==> src/design/hrfp_pkg.sv <==
`timescale 1ns / 1ps

package hrfp_pkg;

    localparam int unsigned MAX_BYTES = 65535;

    localparam int unsigned POS_W  = 16;
    localparam int unsigned COL_W  = 5;
    localparam int unsigned LEN_W  = 32;

    localparam logic [POS_W-1:0] URL_START_GET  = 16'd4;
    localparam logic [POS_W-1:0] URL_START_POST = 16'd5;
    localparam logic [POS_W-1:0] COUNT_MAX      = 16'hFFFF;

    localparam logic [COL_W-1:0] COL_KEY   = 5'd13;
    localparam logic [COL_W-1:0] COL_VALUE = 5'd16;
    localparam logic [COL_W-1:0] COL_MAX   = 5'd31;

    localparam logic [7:0] CH_QUESTION = 8'h3F;
    localparam logic [7:0] CH_UPPER_C  = 8'h43;
    localparam logic [7:0] CH_LOWER_C  = 8'h63;
    localparam logic [7:0] CH_LOWER_H  = 8'h68;
    localparam logic [7:0] CH_UPPER_G  = 8'h47;
    localparam logic [7:0] CH_UPPER_P  = 8'h50;
    localparam logic [7:0] CH_LBRACE   = 8'h7B;
    localparam logic [7:0] CH_SPACE    = 8'h20;
    localparam logic [7:0] CH_NEWLINE  = 8'h0A;
    localparam logic [7:0] CH_ZERO     = 8'h30;
    localparam logic [7:0] CH_NINE     = 8'h39;

    localparam int unsigned M_DATA_W = 104;

    typedef enum logic [1:0] {
        PH_SEARCH,
        PH_SKIP,
        PH_DIGITS,
        PH_DONE
    } len_phase_t;

    typedef enum logic [1:0] {
        METHOD_NONE = 2'd0,
        METHOD_GET  = 2'd1,
        METHOD_POST = 2'd2
    } method_t;

    typedef enum logic [1:0] {
        ST_BAD        = 2'd0,
        ST_INCOMPLETE = 2'd1,
        ST_COMPLETE   = 2'd2,
        ST_TOO_LONG   = 2'd3
    } status_t;

    // content-length decoder view after the current byte
    typedef struct packed {
        logic             found;
        logic [LEN_W-1:0] value;
    } line_res_t;

endpackage

==> src/design/http_request_frame_parser_unit.sv <==
`timescale 1ns / 1ps
// HTTP request frame parser.
// Input stream: one request byte per transaction on s_tdata. s_tuser[0]
// marks the first byte of a new request (all tracking state clears first),
// s_tuser[1] asks for a status result once this byte has been taken in.
// Output stream: one result transaction per byte that carried the report
// flag; bytes without it produce nothing.
// Throughput: one byte per cycle unless a result waits on a stalled
// receiver. Each byte updates the parse registers in the cycle it is
// accepted; the result lands in the output register at that same edge, so
// m_tvalid rises in the cycle after the requesting byte. The path is the
// content-length multiply by ten feeding the completion compare.
// A stalled receiver holds the result in the output register; s_tready
// stays high while that register is empty or being drained this cycle, so
// no byte is taken in while a result waits on a stalled receiver.
// Reset (aresetn low, synchronous) clears all parse state and the output
// valid flag; bytes sent before the first start flag count from offset zero.
// Requests longer than MAX_BYTES bytes stop parsing and report too long.
module http_request_frame_parser_unit (
    input  logic                           aclk,
    input  logic                           aresetn,
    input  logic                           s_tvalid,
    output logic                           s_tready,
    input  logic [7:0]                     s_tdata,  // data_byte
    input  logic [1:0]                     s_tuser,  // start_request, report
    output logic                           m_tvalid,
    input  logic                           m_tready,
    // status[1:0], method_kind[3:2], url_length[19:4], has_params[20],
    // params_offset[36:21], length_found[37], content_length[69:38],
    // body_seen[70], body_offset[86:71], bytes_received[102:87], zero pad
    output logic [hrfp_pkg::M_DATA_W-1:0]  m_tdata
);
    import hrfp_pkg::*;

    logic             accept, clr, take;
    logic [7:0]       b;

    logic [POS_W-1:0] pos_reg, pos_next;
    method_t          method_reg, method_next;
    logic             url_end_reg, url_end_next;
    logic [POS_W-1:0] url_len_reg, url_len_next;
    logic             query_reg, query_next;
    logic [POS_W-1:0] qoff_reg, qoff_next;
    logic             brace_reg, brace_next;
    logic [POS_W-1:0] boff_reg, boff_next;
    logic             ovf_reg, ovf_next;

    line_res_t        line_res;
    status_t          status;
    logic [POS_W-1:0] body_bytes;

    logic                m_valid_reg;
    logic [M_DATA_W-1:0] m_data_reg;

    assign accept   = s_tvalid && s_tready;
    assign clr      = accept && s_tuser[0];
    assign b        = s_tdata;
    assign s_tready = !m_valid_reg || m_tready;

    always_comb begin
        logic [POS_W-1:0] ustart;
        logic             ovf_b;
        logic [POS_W-1:0] pos_b;

        ustart       = URL_START_POST;
        ovf_b        = clr ? 1'b0 : ovf_reg;
        pos_b        = clr ? '0 : pos_reg;
        method_next  = clr ? METHOD_NONE : method_reg;
        url_end_next = clr ? 1'b0 : url_end_reg;
        url_len_next = clr ? '0 : url_len_reg;
        query_next   = clr ? 1'b0 : query_reg;
        qoff_next    = clr ? '0 : qoff_reg;
        brace_next   = clr ? 1'b0 : brace_reg;
        boff_next    = clr ? '0 : boff_reg;

        take     = accept && !ovf_b && (32'(pos_b) < MAX_BYTES);
        ovf_next = ovf_b || (accept && !ovf_b && (32'(pos_b) >= MAX_BYTES));
        pos_next = take ? pos_b + 1'b1 : pos_b;

        if (take) begin
            if (pos_b == '0) begin
                if (b == CH_UPPER_G)      method_next = METHOD_GET;
                else if (b == CH_UPPER_P) method_next = METHOD_POST;
                else                      method_next = METHOD_NONE;
            end
            ustart = (method_next == METHOD_GET) ? URL_START_GET : URL_START_POST;
            if (method_next != METHOD_NONE && !url_end_next && pos_b >= ustart) begin
                if (b == CH_SPACE) begin
                    url_end_next = 1'b1;
                end else begin
                    if (url_len_next != COUNT_MAX) url_len_next = url_len_next + 1'b1;
                    if (b == CH_QUESTION && !query_next) begin
                        query_next = 1'b1;
                        qoff_next  = pos_b + 1'b1;
                    end
                end
            end
            if (b == CH_LBRACE && !brace_next) begin
                brace_next = 1'b1;
                boff_next  = pos_b;
            end
        end
    end

    hrfp_line_dec u_line (
        .aclk      (aclk),
        .aresetn   (aresetn),
        .clear     (clr),
        .take      (take),
        .data_byte (b),
        .res       (line_res)
    );

    assign body_bytes = pos_next - boff_next;

    always_comb begin
        if (ovf_next) begin
            status = ST_TOO_LONG;
        end else if (method_next == METHOD_NONE || !url_end_next) begin
            status = ST_BAD;
        end else if (method_next == METHOD_GET) begin
            status = ST_COMPLETE;
        end else if (!line_res.found) begin
            status = ST_INCOMPLETE;
        end else if (line_res.value == '0) begin
            status = ST_COMPLETE;
        end else if (brace_next && (LEN_W'(body_bytes) >= line_res.value)) begin
            status = ST_COMPLETE;
        end else begin
            status = ST_INCOMPLETE;
        end
    end

    always_ff @(posedge aclk) begin
        if (!aresetn) begin
            pos_reg     <= '0;
            method_reg  <= METHOD_NONE;
            url_end_reg <= 1'b0;
            url_len_reg <= '0;
            query_reg   <= 1'b0;
            qoff_reg    <= '0;
            brace_reg   <= 1'b0;
            boff_reg    <= '0;
            ovf_reg     <= 1'b0;
            m_valid_reg <= 1'b0;
        end else begin
            pos_reg     <= pos_next;
            method_reg  <= method_next;
            url_end_reg <= url_end_next;
            url_len_reg <= url_len_next;
            query_reg   <= query_next;
            qoff_reg    <= qoff_next;
            brace_reg   <= brace_next;
            boff_reg    <= boff_next;
            ovf_reg     <= ovf_next;
            if (accept && s_tuser[1]) begin
                m_valid_reg <= 1'b1;
            end else if (m_tready) begin
                m_valid_reg <= 1'b0;
            end
        end
    end

    always_ff @(posedge aclk) begin
        if (accept && s_tuser[1]) begin
            m_data_reg <= {1'b0, pos_next, boff_next, brace_next, line_res.value,
                           line_res.found, qoff_next, query_next, url_len_next,
                           method_next, status};
        end
    end

    assign m_tvalid = m_valid_reg;
    assign m_tdata  = m_data_reg;

endmodule

==> src/design/hrfp_line_dec.sv <==
`timescale 1ns / 1ps

module hrfp_line_dec (
    input  logic              aclk,
    input  logic              aresetn,
    input  logic              clear,
    input  logic              take,
    input  logic [7:0]        data_byte,
    output hrfp_pkg::line_res_t res
);
    import hrfp_pkg::*;

    logic             nl_seen_reg, nl_seen_next;
    logic [COL_W-1:0] col_reg, col_next;
    logic             cand_reg, cand_next;
    len_phase_t       phase_reg, phase_next;
    logic [LEN_W-1:0] value_reg, value_next;

    logic             is_digit;
    logic [3:0]       digit;
    logic [LEN_W+3:0] prod;

    assign is_digit = (data_byte >= CH_ZERO) && (data_byte <= CH_NINE);
    assign digit    = 4'(data_byte - CH_ZERO);
    // value * 10 + digit as shift-add
    assign prod = ({4'b0, value_reg} << 3) + ({4'b0, value_reg} << 1) + (LEN_W+4)'(digit);

    always_ff @(posedge aclk) begin
        if (!aresetn) begin
            nl_seen_reg <= 1'b0;
            col_reg     <= '0;
            cand_reg    <= 1'b0;
            phase_reg   <= PH_SEARCH;
            value_reg   <= '0;
        end else begin
            nl_seen_reg <= nl_seen_next;
            col_reg     <= col_next;
            cand_reg    <= cand_next;
            phase_reg   <= phase_next;
            value_reg   <= value_next;
        end
    end

    always_comb begin
        logic [LEN_W+3:0] prod_b;
        prod_b = clear ? (LEN_W+4)'(digit) : prod;
        if (clear) begin
            nl_seen_next = 1'b0;
            col_next     = '0;
            cand_next    = 1'b0;
            phase_next   = PH_SEARCH;
            value_next   = '0;
        end else begin
            nl_seen_next = nl_seen_reg;
            col_next     = col_reg;
            cand_next    = cand_reg;
            phase_next   = phase_reg;
            value_next   = value_reg;
        end

        if (take) begin
            if (data_byte == CH_NEWLINE) begin
                if (phase_next == PH_SKIP || phase_next == PH_DIGITS) begin
                    phase_next = PH_DONE;
                end
                nl_seen_next = 1'b1;
                col_next     = '0;
                cand_next    = 1'b0;
            end else if (nl_seen_next) begin
                if (col_next == '0) begin
                    cand_next = (data_byte == CH_UPPER_C) || (data_byte == CH_LOWER_C);
                end
                if (col_next == COL_KEY && data_byte != CH_LOWER_H) begin
                    cand_next = 1'b0;
                end
                if (phase_next == PH_SEARCH && col_next == COL_VALUE && cand_next) begin
                    phase_next = PH_SKIP;
                end
                unique case (phase_next)
                    PH_SKIP: begin
                        if (is_digit) begin
                            phase_next = PH_DIGITS;
                            value_next = LEN_W'(digit);
                        end else if (data_byte != CH_SPACE) begin
                            phase_next = PH_DONE;
                            value_next = '0;
                        end
                    end
                    PH_DIGITS: begin
                        if (is_digit) begin
                            value_next = (prod_b[LEN_W+3:LEN_W] != 4'd0) ? {LEN_W{1'b1}}
                                                                          : prod_b[LEN_W-1:0];
                        end else begin
                            phase_next = PH_DONE;
                        end
                    end
                    default: ;
                endcase
                if (col_next < COL_MAX) col_next = col_next + 1'b1;
            end
        end
    end

    assign res.found = (phase_next == PH_DONE);
    assign res.value = value_next;

endmodule

==> config.mk <==
export PLATFORM = sky130hd
export DESIGN_NAME = http_request_frame_parser_unit
export DESIGN_NICKNAME = d
export VERILOG_FILES = /design/src/design/hrfp_pkg.sv /design/src/design/http_request_frame_parser_unit.sv /design/src/design/hrfp_line_dec.sv
export SDC_FILE = /design/constraint.sdc
export NUM_CORES = 1
export LEC_CHECK = 0
export BUFFER_PORTS_ARGS = -buffer_cell sky130_fd_sc_hd__buf_2
export CORE_MARGIN = 5
export CORE_UTILIZATION = 34
export DETAILED_ROUTE_END_ITERATION = 10
export PLACE_DENSITY_LB_ADDON = 0.3
export SLEW_MARGIN = 20
export SYNTH_ARGS = -nofsm -noshare
export SYNTH_HDL_FRONTEND = slang
export SYNTH_HIERARCHICAL = 1
export SYNTH_SLANG_ARGS = --single-unit
==> constraint.sdc <==
create_clock -name aclk -period 25.4 [get_ports aclk]
set_clock_uncertainty 0.05 [all_clocks]
set_input_delay 5.08 -clock aclk [delete_from_list [all_inputs] [get_ports aclk]]
set_output_delay 5.08 -clock aclk [all_outputs]
set_load 0.05 [all_outputs]
== Word-level counts from Yosys, hierarchy flattened ==
Cells that the tools add are included.

* $add $sub $neg: 7
* Equal/unequal tests: 20
* $lt $le $gt $ge: 7
* Muxes and demuxes: 82
* Reductions and logical operators: 34

{| class="wikitable"
|+ Operator list
! cell !! number
|-
| 2-to-1 mux 32 bit || 8
|-
| 2-to-1 mux 16 bit || 15
|-
| one-hot mux 32 bit (2 select lines) || 1
|-
| 2-to-1 mux 2 bit || 23
|-
| equality test 8 x 7 -> 1 bit (second input constant) || 5
|-
| adder 35 x 33 -> 36 bit || 1
|-
| adder 36 x 4 -> 36 bit || 1
|-
| 2-to-1 mux 36 bit || 1
|-
| adder 16 x 1 -> 16 bit (second input constant) || 2
|-
| greater-or-equal comparator 16 x 32 -> 1 bit || 1
|-
| logical NOT 32 bit || 1
|-
| 2-to-1 mux 1 bit || 28
|-
| 2-to-1 mux 5 bit || 5
|-
| equality test 8 x 6 -> 1 bit (second input constant) || 2
|-
| greater-or-equal comparator 16 bit (second input constant) || 1
|-
| greater-or-equal comparator 16 x 3 -> 1 bit || 1
|-
| logical NOT 16 bit || 1
|-
| less-than comparator 16 bit (second input constant) || 1
|-
| inequality test 16 bit (second input constant) || 1
|-
| subtractor 16 bit || 1
|-
| logical AND 1 bit || 15
|-
| equality test 2 x 1 -> 1 bit (second input constant) || 4
|-
| equality test 8 x 4 -> 1 bit (second input constant) || 1
|-
| greater-or-equal comparator 8 x 6 -> 1 bit (second input constant) || 1
|-
| other kinds (16) || 29
|}

* Output and inout port bits: 106
* Bits of input ports: 14
* Bits in registers: 215
* Logic and storage cells: 167

== Depth between registers and ports, before layout ==
* Depth in word-level cells: 28
* Depth in mapped cells: 35
* Mapped depth without buffers: 30

== Modules after synthesis ==
Netlist, hierarchy kept.

{| class="wikitable"
|+ By module, submodules not included
! module !! cells each !! sequential area each (µm²) !! area each (µm²) !! times used
|-
| http_request_frame_parser_unit || 782 || 4,514.3 || 8,354.3 || 1
|-
| hrfp_line_dec || 684 || 820.8 || 5,007.3 || 1
|}

== Worst setup path after synthesis ==
Ideal clock, no wire load.

* Path kind: input to register
* From: input port m_tready
* To: register m_data_reg[1] (netlist: m_tdata[1]) (data pin)
* Stages on the path: 35
* Setup time: 254 ps
* Path buffers: 5
* Data required time: 25,096 ps
* Data arrival time: 11,675 ps
* Setup slack: 13,421 ps
* Cell sequence: nor2b_4 > inv_1 > nand3_1 > buf_2 > clkbuf_1 > buf_1 > nand2_1 > inv_1 > ha_1 > nand3_1 > nor3_4 > a31o_2 > or3_1 > clkbuf_1 > buf_2 > mux2i_1 > nor2_1 > ha_1 > fa_1 > inv_1 > a21oi_1 > a21oi_1 > o21ai_0 > o22ai_1 > o2111ai_2 > a221oi_2 > mux2i_1 > o2111ai_1 > ha_1 > a21o_1 > a211oi_1 > o211ai_1 > o21a_1 > mux2_2 > a21o_1

* Elaborated cells between the ends (all ways): 96
* Classes of those cells: add/sub: 2; order compare: 4; eq/ne: 9; mux: 54; reduce/logical: 27

{| class="wikitable"
|+ RTL lines
! what !! RTL line !! text
|-
| from (decl) || http_request_frame_parser_unit.sv:27 || <nowiki>input logic m_tready,</nowiki>
|-
| logical OR 1 bit * || http_request_frame_parser_unit.sv:58 || <nowiki>assign s_tready = !m_valid_reg || m_tready;</nowiki>
|-
| named net s_tready || http_request_frame_parser_unit.sv:23 || <nowiki>output logic s_tready,</nowiki>
|-
| logical AND 1 bit * || http_request_frame_parser_unit.sv:55 || <nowiki>assign accept = s_tvalid && s_tready;</nowiki>
|-
| parallel branches: the longest is 5 deep, another holds less-than comparator 16 bit || n/a ||
|-
| 2-to-1 mux 16 bit * || http_request_frame_parser_unit.sv:80 || <nowiki>if (take) begin</nowiki>
|-
| named net boff_next[0] || http_request_frame_parser_unit.sv:45 || <nowiki>logic [POS_W-1:0] boff_reg, boff_next;</nowiki>
|-
| subtractor 16 bit * || http_request_frame_parser_unit.sv:114 || <nowiki>assign body_bytes = pos_next - boff_next;</nowiki>
|-
| greater-or-equal comparator 16 x 32 -> 1 bit * || http_request_frame_parser_unit.sv:127 || <nowiki>end else if (brace_next && (LEN_W'(body_bytes) >= line_res.value)) begin</nowiki>
|-
| logical AND 1 bit * || http_request_frame_parser_unit.sv:127 ||
|-
| 2-to-1 mux 2 bit * || http_request_frame_parser_unit.sv:127 ||
|-
| 2-to-1 mux 2 bit * || http_request_frame_parser_unit.sv:125 || <nowiki>end else if (line_res.value == '0) begin</nowiki>
|-
| 2-to-1 mux 2 bit * || http_request_frame_parser_unit.sv:123 || <nowiki>end else if (!line_res.found) begin</nowiki>
|-
| 2-to-1 mux 2 bit * || http_request_frame_parser_unit.sv:121 || <nowiki>end else if (method_next == METHOD_GET) begin</nowiki>
|-
| 2-to-1 mux 2 bit * || http_request_frame_parser_unit.sv:119 || <nowiki>end else if (method_next == METHOD_NONE || !url_end_next) begin</nowiki>
|-
| to (signal assigned) || http_request_frame_parser_unit.sv:166 || <nowiki>m_data_reg <= {1'b0, pos_next, boff_next, brace_next, line_res.value,</nowiki>
|-
| to (decl) || http_request_frame_parser_unit.sv:53 || <nowiki>logic [M_DATA_W-1:0] m_data_reg;</nowiki>
|}

Mark *: on every way through the listed nets, which the timed path passes. The select of a mux whose other input is x is not followed.
A chain may end at the register's enable or synchronous reset.

== Worst setup path after layout ==
* From: input port m_tready
* To: register m_data_reg[1] (netlist: m_tdata[1]) (data pin)

* Elaborated cells between the ends (all ways): 96
* Classes of those cells: add/sub: 2; order compare: 4; eq/ne: 9; mux: 54; reduce/logical: 27

{| class="wikitable"
|+ RTL lines
! what !! RTL line
|-
| logical OR 1 bit * || http_request_frame_parser_unit.sv:58
|-
| logical AND 1 bit * || http_request_frame_parser_unit.sv:55
|-
| parallel branches: the longest is 5 deep, another holds less-than comparator 16 bit || n/a
|-
| 2-to-1 mux 16 bit * || http_request_frame_parser_unit.sv:80
|-
| named net boff_next[0] || http_request_frame_parser_unit.sv:45
|-
| subtractor 16 bit * || http_request_frame_parser_unit.sv:114
|-
| greater-or-equal comparator 16 x 32 -> 1 bit * || http_request_frame_parser_unit.sv:127
|-
| logical AND 1 bit * || http_request_frame_parser_unit.sv:127
|-
| 2-to-1 mux 2 bit * || http_request_frame_parser_unit.sv:127
|-
| 2-to-1 mux 2 bit * || http_request_frame_parser_unit.sv:125
|-
| 2-to-1 mux 2 bit * || http_request_frame_parser_unit.sv:123
|-
| 2-to-1 mux 2 bit * || http_request_frame_parser_unit.sv:121
|-
| 2-to-1 mux 2 bit * || http_request_frame_parser_unit.sv:119
|}

Marked as above.

==> impl.org <==
** Status
- The run finished with clean final reports.

** Clock tree
- Number of gates resized after cts :: 0
- Clock sink count :: 215
- CTS Root Cell :: clkbuf_16
- TritonCTS clock tree :: yes
- Post-cts hold buffer count :: 0
- Clock tree buffer depth :: 3
- The number of clock buffers added by TritonCTS is 26.
- At the later pin of the worst-skew pair, clock insertion delay measures 550 ps.
- Clock transition at the register clock pins on the worst setup and hold paths after CTS :: 60 ps
- Buffers added to address setup during post-CTS repair amount to 0.
- In this run the number of H-tree levels came out at 1.

** Detailed routing
- Routed vias :: 11621
- Drt via density :: 5.54
- The routed design has 40800 um of wire.
- After detailed routing, the average wire length per cell comes to 19.5 um.
- After the first detailed-routing iteration, the DRC count stood at 927.
- In this run the remaining antenna-violating nets after routing total 0.
- 1st-pass router iterations :: 5
- Post-route DRC violation count :: 0

** Yosys
- Post-synth EDFFs :: 103
- Flip-flop cell with the highest count after synthesis :: dfxtp_1
- After synthesis the cells add up to 13400 um2.
- Warning count from the yosys run :: 6
- Proportion of register bits with asynchronous set or reset after synthesis :: 0%
- Share of the yosys chip area belonging to registers :: 39.9%
- The number of nets in the synthesized netlist is 1581.
- Counting flops and latches in the post-synthesis netlist gives 215.
- Synthesized instance count :: 1466
- Post-synthesis area per instance :: 9.11 um2
- Summed over all instances, the cell type with the most area after synthesis is edfxtp_1.
- Distinct cells, synth :: 97
- Yosys attributes the largest share of cell area to edfxtp_1 23%, dfxtp_1 17%, ha_1 9.2%.
- The top cell type by area accounts for 23.1% of the synthesized area.

** Global routing
- Total overflow reported by the global router :: 0
- Overall fraction of global-route tracks in use :: 17.9%
- The number of antenna violations at the first check in global routing is 2.
- The number of global-route vias before repair is 11099.
- First-pass GRT wire length :: 63300 um
- Maximum number of pins on one net before global-route repair :: 69

** Job
- Number of max-cap violations :: 0

** Finish
- Excluding fillers, the count of instances in the completed layout stands at 2097.
- Area Growth Syn to Fin :: 13.7%
- The post-route netlist has 14.4% of its cells at a drive strength greater than 1.
- After filler insertion, the fill cell instance count of the layout stands at 3976.
- Area of combinational cells with multiple inputs :: 7500 um2
- Register cell area after layout :: 5340 um2
- Max reg flops :: 103
- Post-layout net count :: 1673

** STA
- Achievable Freq :: 82.1 MHz
- Final slew viol count :: 0
- Period Utilization, post-route :: 47.9%
- Slew margin rel. :: 30.8%
- Minimum clock period after layout :: 12180 ps
- Adding up every negative setup slack in the final design gives 0 ps.
- At the pin with the least slew margin, the transition time is 1040 ps.
- Setup violations remaining at the end of the flow were counted as 0.
- Hold Violations, Final :: 0
- Setup repair after global routing missed its margin :: no
- Smallest setup slack after layout :: 13220 ps

** Placed design
- In this run the tool buffered the top-level ports with 118 buffer cells.
- At the end of routability-driven placement, the weighted congestion stood at 0.927.
- Before CTS, the worst setup slack after placement is 12730 ps.
- Half-perimeter wire length after detailed placement :: 29900 um
- Placed Cells :: 2048

** Pwr
- Of the total power, combinational logic draws 8.7%.
- Register share of total power :: 46.5%
- Power share of the clock group :: 44.8%
- Leakage power figure :: 0.00619 uW
- Int Power :: 590 uW
- Net switching is 26.4% of the power.
- IR analysis of the VDD net gives a maximum drop of 0.0433 mV.
- Net switching power of the design :: 211 uW
- Cell area power density :: 52.7 nW/um2

** Die
- Initial core utilization :: 34.5%
- Total Die Area :: 43400 um2
- The initialized floorplan defines 72 standard-cell rows.
- Die extent in y :: 208 um
- Core region area :: 38700 um2
- For this design the top-level I/O count stands at 120.
- Die width :: 208 um

** Setup path
- The critical path runs through a total of 32 cells.
- Data on the critical path arrives at its endpoint at 12430 ps.
- Critical path startpoint category :: input pin
- On the critical path the largest part of the delay comes from compound AO/OA/AOI/OAI gates.
- The worst setup path is captured at a register.
- For this run, the slowest stage of the critical path takes 660 ps.
- Of all nets on the critical path, the largest fanout is 38.
- In this run the critical register-to-register path is launched from m_tvalid$_SDFFE_PN0P_.
- Launch point of the worst path :: m_tready
- CP bufs+invs :: 5
- For the worst setup path, the data required time is 25650 ps.
- Capturing instance or port of the critical path :: m_tdata[1]$_SDFFCE_PP1P_
- Worst flop-to-flop path endpoint :: m_tdata[1]$_SDFFCE_PP1P_
- The critical path in this run is classified as input pin to register.
- Reg-to-reg slack, setup :: 17500 ps
- Slowest cell on the critical path :: or3_1
- For the worst flop-to-flop path, the logic depth is 31.

** Hold path
- The tightest min-delay check is of the register to register type.
- Count of cells along the worst hold path :: 2
[kinds of logic after synthesis]
| family | share of synthesized area (%) |
|---|---|
| and+or+nand+nor | 21.2 |
| AOI/OAI and AO/OA | 17.9 |
| buffers and inverters | 4.00 |
| other | 0.0281 |
| adders and majority gates | 9.63 |
| xor gates and xnor gates | 4.84 |
| DFF | 39.9 |
| muxes | 2.46 |
[cell usage in the layout (no fill, tap or decap), types with 8 or more instances in the layout]
cell type and n:
nand2b_1 11, ha_1 98, o21a_1 14, edfxtp_1 103, and2_1 70, clkbuf_16 26
o21ai_0 64, xnor2_1 41, o211ai_1 12, a31oi_1 16, or3_1 11, nand3_1 46
o22ai_1 12, inv_1 58, mux2i_1 27, nor4_1 20, nand4_1 23, xor2_1 31
a21oi_1 97, nand2_1 163, nor3_1 15, nor2_1 129, clkinv_2 8, and3_1 19
o21ai_1 17, nor2b_1 11, a21o_1 23, buf_4 10, a211oi_1 10, dfxtp_1 112
buf_2 118
[power by group through the flow]
stage	clock network (uW)	registers (uW)	logic, uW
2_1_floorplan	0	404	25.8
3_3_place_gp	0	380	68.7
3_5_place_dp	0	380	69.5
4_1_cts	370	373	69.8
5_1_grt	384	373	73.9
6_report	359	373	69.4
[per-layer routing]
metal	track usage, %	share of wire (%)
met5	0	0.017
met1	26.3	48
met3	2.47	5.9
met2	27.7	44
met4	4.62	2.3
[cells in the mapped netlist (7+ instances only)]
| master | number |
|---|---|
| nand2_1 | 163 |
| nor2_1 | 130 |
| dfxtp_1 | 112 |
| edfxtp_1 | 103 |
| ha_1 | 98 |
| a21oi_1 | 97 |
| and2_1 | 70 |
| o21ai_0 | 64 |
| inv_1 | 59 |
| nand3_1 | 46 |
| xnor2_1 | 41 |
| clkbuf_1 | 32 |
| xor2_1 | 31 |
| mux2i_1 | 27 |
| a21o_1 | 23 |
| nand4_1 | 23 |
| and3_1 | 20 |
| nor4_1 | 20 |
| o21ai_1 | 17 |
| a31oi_1 | 16 |
| buf_2 | 16 |
| nor3_1 | 15 |
| o21a_1 | 14 |
| o211ai_1 | 12 |
| o22ai_1 | 12 |
| nand2b_1 | 11 |
| nor2b_1 | 11 |
| or3_1 | 11 |
| a211oi_1 | 10 |
| a31o_2 | 7 |
| and4_1 | 7 |
| buf_1 | 7 |
[worst min path at each step]
stage | from | endpoint | slack (ps)
5_1_grt | u_line/cand_reg$_SDFF_PN0_ | u_line/cand_reg$_SDFF_PN0_ | 450
6_report | u_line/cand_reg$_SDFF_PN0_ | u_line/cand_reg$_SDFF_PN0_ | 420
3_3_place_gp | u_line/cand_reg$_SDFF_PN0_ | u_line/cand_reg$_SDFF_PN0_ | 410
4_1_cts | u_line/cand_reg$_SDFF_PN0_ | u_line/cand_reg$_SDFF_PN0_ | 420
3_5_place_dp | u_line/cand_reg$_SDFF_PN0_ | u_line/cand_reg$_SDFF_PN0_ | 420
2_1_floorplan | u_line/cand_reg$_SDFF_PN0_ | u_line/cand_reg$_SDFF_PN0_ | 400
[per-stage QoR]
stage	hold slack (ps)	instance area [um2]	utilization [%]	power [uW]
floorplan	396	13400	-	430
global placement	410	14400	37.1	449
detailed placement	416	14400	37.1	450
CTS	424	15200	39.2	813
global route	447	15200	39.2	831
finish	424	15200	39.2	801
[tightest hold or removal path, cell delays in order, from the launching register on]
cell	delay, ps
dfxtp_1	320
nand2_1	60
a21oi_1	50
[layout make-up]
class | count | share of cell area [%]
antenna | 1 | 0.0165
clock buffer | 32 | 4.56
clock inverter | 16 | 0.832
inverter | 60 | 1.48
multi-input combinational | 1127 | 49.4
sequential | 215 | 35.1
tap | 518 | 4.27
timing repair buffer | 128 | 4.38
Note: power is estimated with default switching activity, not from simulation.
